===== src/hdl/bpd_pkg.sv =====
package bpd_pkg;

	localparam int IDX_W    = 6;
	localparam int CNT_W    = 7;
	localparam int COORD_W  = 24;
	localparam int RAD_W    = 12;
	localparam int FACTOR_W = 12;
	localparam int DIFF_W   = COORD_W + 1;
	localparam int SQ_W     = 2 * COORD_W;
	localparam int D2_W     = SQ_W + 2;
	localparam int RSUM_W   = RAD_W + 1;
	localparam int T_W      = RSUM_W + FACTOR_W;
	localparam int TT_W     = 2 * T_W;
	localparam int D2_CUT   = 34;
	localparam int FRAC_SH  = 16;

	localparam logic [FACTOR_W-1:0] FACTOR_RESET = 12'd333;

	// input word: one atom
	typedef struct packed {
		logic                      new_frame;
		logic signed [COORD_W-1:0] pos_x;
		logic signed [COORD_W-1:0] pos_y;
		logic signed [COORD_W-1:0] pos_z;
		logic [RAD_W-1:0]          atom_radius;
	} bpd_in_t;

	// output word: one result
	typedef struct packed {
		logic [IDX_W-1:0] earlier_atom;
		logic [IDX_W-1:0] current_atom;
		logic             found;
		logic             overflow;
		logic             last;
	} bpd_out_t;

	// one stored atom
	typedef struct packed {
		logic signed [COORD_W-1:0] x;
		logic signed [COORD_W-1:0] y;
		logic signed [COORD_W-1:0] z;
		logic [RAD_W-1:0]          r;
	} bpd_atom_t;

	// controller -> datapath
	typedef struct packed {
		logic             load;    // latch input atom, store it unless ovf
		logic             ovf;     // frame full, atom dropped
		logic             issue;   // read stored atom idx into the pipe
		logic             finish;  // emit the closing result
		logic [IDX_W-1:0] idx;     // store / current / read index
	} bpd_cmd_t;

	// datapath -> controller
	typedef struct packed {
		logic adv;       // pipe moves this cycle
		logic busy;      // any compare still in flight
		logic out_free;  // output register can take a word
	} bpd_stat_t;

	typedef enum logic [1:0] {
		ST_IDLE,
		ST_SCAN,
		ST_DRAIN,
		ST_FINISH
	} bpd_state_t;

endpackage


===== src/hdl/bpd_ctrl.sv =====
module bpd_ctrl
	import bpd_pkg::*;
#(
	parameter int MAX_ATOMS = 64
) (
	input  logic      clk,
	input  logic      arst_n,
	input  logic      in_valid,
	input  logic      in_new_frame,
	output logic      in_ready,
	input  bpd_stat_t stat,
	output bpd_cmd_t  cmd
);

	bpd_state_t       state_q, state_nx;
	logic [CNT_W-1:0] count_q;
	logic [IDX_W-1:0] cur_q;
	logic [IDX_W-1:0] k_q;
	logic [CNT_W-1:0] base;
	logic             full;
	logic             accept;
	logic             scan_end;

	// slot for an arriving atom
	assign base     = in_new_frame ? '0 : count_q;
	assign full     = (base >= CNT_W'(MAX_ATOMS));
	assign accept   = (state_q == ST_IDLE) && in_valid;
	assign scan_end = (k_q == cur_q - IDX_W'(1));

	// next state
	always_comb begin
		state_nx = state_q;
		unique case (state_q)
			ST_IDLE: begin
				if (accept) begin
					if (full || base == '0)
						state_nx = ST_FINISH;
					else
						state_nx = ST_SCAN;
				end
			end
			ST_SCAN: begin
				if (stat.adv && scan_end)
					state_nx = ST_DRAIN;
			end
			ST_DRAIN: begin
				if (!stat.busy)
					state_nx = ST_FINISH;
			end
			ST_FINISH: begin
				if (stat.out_free)
					state_nx = ST_IDLE;
			end
			default: state_nx = ST_IDLE;
		endcase
	end

	// outputs
	always_comb begin
		in_ready   = 1'b0;
		cmd.load   = 1'b0;
		cmd.ovf    = full;
		cmd.issue  = 1'b0;
		cmd.finish = 1'b0;
		cmd.idx    = base[IDX_W-1:0];
		unique case (state_q)
			ST_IDLE: begin
				in_ready = 1'b1;
				cmd.load = in_valid;
				cmd.idx  = full ? '0 : base[IDX_W-1:0];
			end
			ST_SCAN: begin
				cmd.issue = 1'b1;
				cmd.idx   = k_q;
			end
			ST_DRAIN: begin
				cmd.idx = k_q;
			end
			ST_FINISH: begin
				cmd.finish = stat.out_free;
				cmd.idx    = cur_q;
			end
			default: begin
				cmd.idx = k_q;
			end
		endcase
	end

	// state, frame count, scan index
	always_ff @(posedge clk or negedge arst_n) begin
		if (!arst_n) begin
			state_q <= ST_IDLE;
			count_q <= '0;
			cur_q   <= '0;
			k_q     <= '0;
		end else begin
			state_q <= state_nx;
			if (accept) begin
				k_q <= '0;
				if (!full) begin
					count_q <= base + CNT_W'(1);
					cur_q   <= base[IDX_W-1:0];
				end
			end else if (state_q == ST_SCAN && stat.adv && !scan_end) begin
				k_q <= k_q + IDX_W'(1);
			end
		end
	end

endmodule


===== config.mk =====
export PLATFORM = sky130hd
export DESIGN_NAME = bpd_ctrl
export DESIGN_NICKNAME = d
export VERILOG_FILES = /design/src/hdl/bpd_pkg.sv /design/src/hdl/bpd_ctrl.sv
export SDC_FILE = /design/constraint.sdc
export NUM_CORES = 1
export LEC_CHECK = 0
export BUFFER_PORTS_ARGS = -buffer_cell sky130_fd_sc_hd__buf_2
export CAP_MARGIN = 30
export CORE_ASPECT_RATIO = 0.8
export CORE_MARGIN = 1
export CORE_UTILIZATION = 37
export DETAILED_ROUTE_END_ITERATION = 6
export GPL_TIMING_DRIVEN = 0
export PLACE_DENSITY = 0.54
export SLEW_MARGIN = 5
export SYNTH_ARGS = -nofsm -noshare
export SYNTH_HDL_FRONTEND = slang
export SYNTH_SLANG_ARGS = --single-unit

===== constraint.sdc =====
create_clock -name clk -period 5.1 [get_ports clk]
set_clock_uncertainty 0.2 [all_clocks]
set_input_delay 0.255 -clock clk [delete_from_list [all_inputs] [get_ports clk]]
set_output_delay 0.255 -clock clk [all_outputs]
set_load 0.05 [all_outputs]

==> results of run 1 <==
-- report_power, final --
group	switching [uW]	leakage, uW	internal, uW
clock	56.5	0.0000255	54.5
combinational	311	0.000508	162
sequential	52.5	0.000271	207
-- worst max-delay path by stage --
stage	end	slack, ps	from
after floorplan	cmd[2]	2280	state_q[0]
after global placement	count_q[5]	2750	state_q[0]
after detailed placement	count_q[5]	2730	state_q[0]
after CTS	cmd[2]	2560	state_q[0]
after global routing	cmd[1]	2400	state_q[0]
final	cmd[2]	2570	state_q[0]
-- sequential cells by signal, indices dropped and copies added (netlist names) --
name and cells:
state_q 2, count_q 7, cur_q 6, k_q 6
-- cell families after synthesis --
| group | after synthesis |
|---|---|
| fa+ha+maj | 8 |
| buf+inv | 22 |
| compound gates | 42 |
| simple gates | 59 |
| flops | 21 |
| mux | 5 |
| xor+xnor | 10 |
-- repair_timing --
action / CTS / global route
endpoints found under the hold margin: 21 / 0
setup buffers: 0 / 0
resized for setup: 0 / 0
hold buffers: 1 / 0
-- routing by layer --
metal / up-vias / global-route usage (%) / routed length, um
li1: 628 / - / -
met1: 624 / 23.5 / 1610
met2: 34 / 31.3 / 1540
met3: 4 / 4.52 / 159
met4: 0 / 4.20 / 31
met5: - / 0 / 0
-- cells in the mapped netlist, drive strengths merged (3+ instances only) --
library cell  count  area, um^2
a21oi             7        38.8
a222oi            4        40.0
a22oi             3        22.5
a31oi             3        18.8
buf               4        25.0
clkbuf            3        11.3
dfrtp            21         526
ha                8         100
inv              14        52.6
mux2i             3        30.0
nand2            23        93.8
nand2b            8        50.1
nand3             6        30.0
nand4             3        18.8
nor2              9        33.8
nor3              4        31.3
o21ai            18        90.1
xnor2             6        52.6
xor2              4        35.0
-- worst register-to-register path: cells and delay by family (launching register included) --
family,cells,cell delay [ps]
fa+ha+maj,1,170
simple gates,4,740
flops,1,410
compound gates,1,150
xor+xnor,1,150
buf+inv,3,500
-- area by class of cell --
class	count	area, um^2
plain buffers	7	36.3
multi-input cells	124	818
clock inverters	1	5.00
flip-flops and latches	21	526
well taps	42	52.6
fillers	358	1940
inverters	15	56.3
repair buffers	18	95.1
clock buffers	3	41.3
-- per-stage QoR --
stage	util, %	hold slack [ps]	power [uW]	setup slack, ps	instance area (um^2)
final	45.7	155	843	2570	1630
after global routing	45.7	177	911	2400	1630
after CTS	45.7	150	853	2560	1630
after detailed placement	44.1	45.4	739	2730	1570
after global placement	44.1	42.9	723	2750	1570
after floorplan	-	-241	630	2280	1440
==> impl_metrics.ini, run 1 <==
[run_status]
status = finished clean

[setup_path]
critical_path.max_stage_delay_ps = 420
crit_buf_inv = 3
r2r_setup_slack_ps = 2710
setup.worst_path.start_class = flop
path_class = reg2out
crit_family = buffers and inverters
rr_endpoint = count_q[5]
cp-end-kind = output port
crit_chain = inv_1 > ha_1 > buf_2 > nor2b_1 > a22oi_1 > o21ai_0 > buf_2
cp_common_cell = buf_2
reg2reg_from = state_q[0]
rr_worst_depth = 10
cp.required_ps = 4640
crit_arrival_ps = 2080
crit_fanout = 8
slowest_stage = nor2b_1
cp.depth = 7

[floorplan]
dieWidth_um = 71.7
die_y_um = 57.7
io_pins = 18
dieArea_um2 = 4140
start_util_pct = 40.3
core-area_um2 = 3570
row_count = 19

[finish]
diodes = 0
nNetsFinal = 205
final_common_cell = dfrtp_1
final_cell_mix = dfrtp_1 (21), nand2_1 (20), buf_2 (19)
stdcell_count = 231
syn_to_final_growth_pct = 13.5
drive_gt1_share_pct = 18.5

[clock_network]
clock_latency_ps = 260
clk_pin_slew_ps = 80
numCtsBuffers = 3
cts_tree = yes
clock_path_buffers = 2
clock_sinks = 21
cts-htree-levels = 1
cts_root_buffer = clkbuf_8

[placed_design]
place.gp.congestion = 0.814
placed_cells = 226
numPortBuffers = 17
place_hpwl_um = 2580

[power_and_ir_drop]
power.density_nw_per_um2 = 517
total_leakage_power_uw = 0.000805
irDropWorstVdd_mv = 0.222

[grt]
grt_pass1_vias = 1275
gr-total-overflow = 0
grtUsageTotal_pct = 18.3
antenna_found_initial = 0
grt_max_degree = 22
grt_pass1_wl_um = 5800

[timing]
rsz0062_at_grt = no
clock.fmax_mhz = 395
finalHoldViolations = 0
finalMaxSlewViolations = 0
layout_worst_path_cycle_share_pct = 49.6
post-route-min-period_ps = 2530
finalSetupTns_ps = 0
slew_headroom_pct = 66.5
setup_viol = 0
worst_pin_slew_ps = 501

[yosys]
synth_simple_gate_area_share_pct = 21.8
synth-seq-cells = 21
avgSynthCellArea_um2 = 8.60
synthAdderAreaFrac_pct = 6.97
synth-xor-area-share_pct = 6.10
synth_edf_count = 0
synth-compound-area-share_pct = 18.5
synthesis.nets = 182
mappedNetlistArea_um2 = 1440
ys_types = 38
yosys_warnings = 0
synthMuxAreaShare_pct = 3.66
synth_top_family_by_area = simple AND/OR/NAND/NOR gates
synth-async-reset-ratio_pct = 100
synth-main-ff-cell = dfrtp_1
yosysSeqAreaShare_pct = 36.6
synth_cells = 167

[detailed_routing]
num_vias = 1290
firstDrtPassIters = 5
ant_nets = 0
via_per_inst = 5.58
drt_wl_total_um = 3340
drc = 0
first_iter_violations = 66
route.detailed.wl_per_inst_um = 14.5

[flow_run]
cap_violations = 0

[min_path]
hold-path-endpoint = state_q[0]
hold_path.class = in2reg
min_path_cells = 4
hp-start = stat[1]
No activity file was read; power rests on OpenSTA's default activity.
==> run 2: changes to the inputs <==
--- a/config.mk
+++ b/config.mk
@@ -12,7 +12,7 @@
 export CORE_UTILIZATION = 37
 export DETAILED_ROUTE_END_ITERATION = 6
 export GPL_TIMING_DRIVEN = 0
-export PLACE_DENSITY = 0.54
+export PLACE_DENSITY = 0.56
 export SLEW_MARGIN = 5
 export SYNTH_ARGS = -nofsm -noshare
 export SYNTH_HDL_FRONTEND = slang
==> constraint.sdc (replaced) <==
create_clock -name clk -period 2.1 [get_ports clk]
set_clock_uncertainty 0.2 [all_clocks]
set_input_delay 0.105 -clock clk [delete_from_list [all_inputs] [get_ports clk]]
set_output_delay 0.105 -clock clk [all_outputs]
set_load 0.05 [all_outputs]
==> impl_metrics.ini, run 2 (synthesis gave the netlist of run 1 again) <==
[run_status]
status = finished clean

[detailed_routing]
first_iter_violations = 65
route.detailed.wl_per_inst_um = 15.0
ant_nets = 0
firstDrtPassIters = 4
drc = 0
drt_wl_total_um = 3560
num_vias = 1274
via_per_inst = 5.35

[timing]
worst_pin_slew_ps = 494
post-route-min-period_ps = 2060
finalMaxSlewViolations = 0
clock.fmax_mhz = 486
layout_worst_path_cycle_share_pct = 98.0
setup_viol = 0
hold_ws_ps = 4.32
rsz0062_at_grt = yes
slew_headroom_pct = 67.0
finalHoldViolations = 0

[setup_path]
path_class = reg2reg
setup.worst_path.start_class = flop
crit_arrival_ps = 2040
slowest_stage = dfrtp_2
cp.required_ps = 2090
cp-end-kind = flop
crit_family = simple AND/OR/NAND/NOR gates
crit_fanout = 5
critical_path.max_stage_delay_ps = 410
crit_chain = buf_4 > nor3_4 > a21oi_2 > nor4b_4 > buf_4 > a31o_1 > nand2_2 > mux2i_1
crit_buf_inv = 2
cp_common_cell = buf_4

[grt]
antenna_found_initial = 0
gr-total-overflow = 0
grt_pass1_vias = 1216
grt_pass1_wl_um = 5670
grtUsageTotal_pct = 18.0
grt_max_degree = 22

[clock_network]
numCtsBuffers = 3
clk_pin_slew_ps = 80
cts-htree-levels = 1
clock_path_buffers = 2
clock_latency_ps = 270
cts_tree = yes
cts_root_buffer = clkbuf_8
clock_sinks = 21

[floorplan]
io_pins = 18
dieWidth_um = 71.7
core-area_um2 = 3570
start_util_pct = 40.3
row_count = 19
die_y_um = 57.7
dieArea_um2 = 4140

[power_and_ir_drop]
swShare_pct = 48.2
total_leakage_power_uw = 0.000882
irDropWorstVdd_mv = 0.554
power.density_nw_per_um2 = 1280
sequentialPowerShare_pct = 26.5
switching_power_uw = 1120
power.total_uw = 2320
internal_power_uw = 1200
power_frac_clock_pct = 11.8
p_comb_share_pct = 61.7

[finish]
largest_registers = count_q (7), cur_q (6), k_q (6)
final_cell_mix = nand2_1 (20), dfrtp_1 (19), buf_2 (15)
final_cell_area_um2 = 1810
top_register = count_q
fin_util_pct = 50.8
stdcell_count = 238
diodes = 0
nNetsFinal = 212
largest_reg_flops = 7
final_common_cell = nand2_1
drive_gt1_share_pct = 30.1
syn_to_final_growth_pct = 26.0

[placed_design]
place.gp.congestion = 0.828
placed_cells = 226
place_hpwl_um = 2520
numPortBuffers = 17
placed_cell_area_um2 = 1590

[min_path]
hold_path.class = in2reg

[flow_run]
cap_violations = 0
-- run 2: cell type report --
type,count,area [um^2]
Fill cell,351,1760
Buffer,6,32.5
Inverter,15,61.3
Timing Repair Buffer,26,176
Multi-Input combinational cell,124,915
Tap cell,42,52.6
Clock buffer,4,45.0
Sequential cell,21,528
-- run 2: tightest hold or removal path, delay by kind of cell --
kind	cells	cell delay, ps
AOI/OAI and AO/OA	1	80
buffers and inverters	1	70
and+or+nand+nor	1	90
muxes	1	80
-- run 2: power by group through the flow --
| stage | clock network [uW] | logic [uW] | registers, uW |
|---|---|---|---|
| global placement | 0 | 1160 | 630 |
| finish | 274 | 1430 | 614 |
| floorplan | 0 | 970 | 600 |
| CTS | 286 | 1340 | 615 |
| global route | 299 | 1570 | 631 |
| detailed placement | 0 | 1190 | 635 |
-- run 2: timing repair --
item | CTS | global route
pin swaps | 7 | 6
endpoints found under the hold margin | 22 | 0
setup endpoints to repair | 26 | 10
setup buffers | 4 | 3
hold buffers | 2 | 0
resized for setup | 19 | 12
-- run 2: per-stage QoR --
stage	setup TNS [ps]	setup slack [ps]
final	0	42.8
after global routing	-284	-80.1
after CTS	0	7.55
after detailed placement	-2960	-243
after global placement	-2000	-193
after floorplan	0	0.939
-- run 2: metal layers --
metal	global-route usage, %	share of wire (%)
met1	24.8	47
met2	28.8	48
met3	4.52	4.5
met4	4.20	0.31
met5	0	0
-- run 2: path summary, 6_finish.rpt --
| kind | startpoint | slack [ps] | cells after the start | endpoint |
|---|---|---|---|---|
| min in group asynchronous | arst_n | 130 | 2 | k_q[2] |
| min | stat[1] | 4 | 4 | state_q[0] |
| max in group asynchronous | arst_n | 1210 | 2 | cur_q[1] |
| max reg2reg | cur_q[0] | 40 | 8 | state_q[1] |
| min reg2reg | cur_q[5] | 340 | 2 | cur_q[5] |
| max | cur_q[0] | 40 | 8 | state_q[1] |
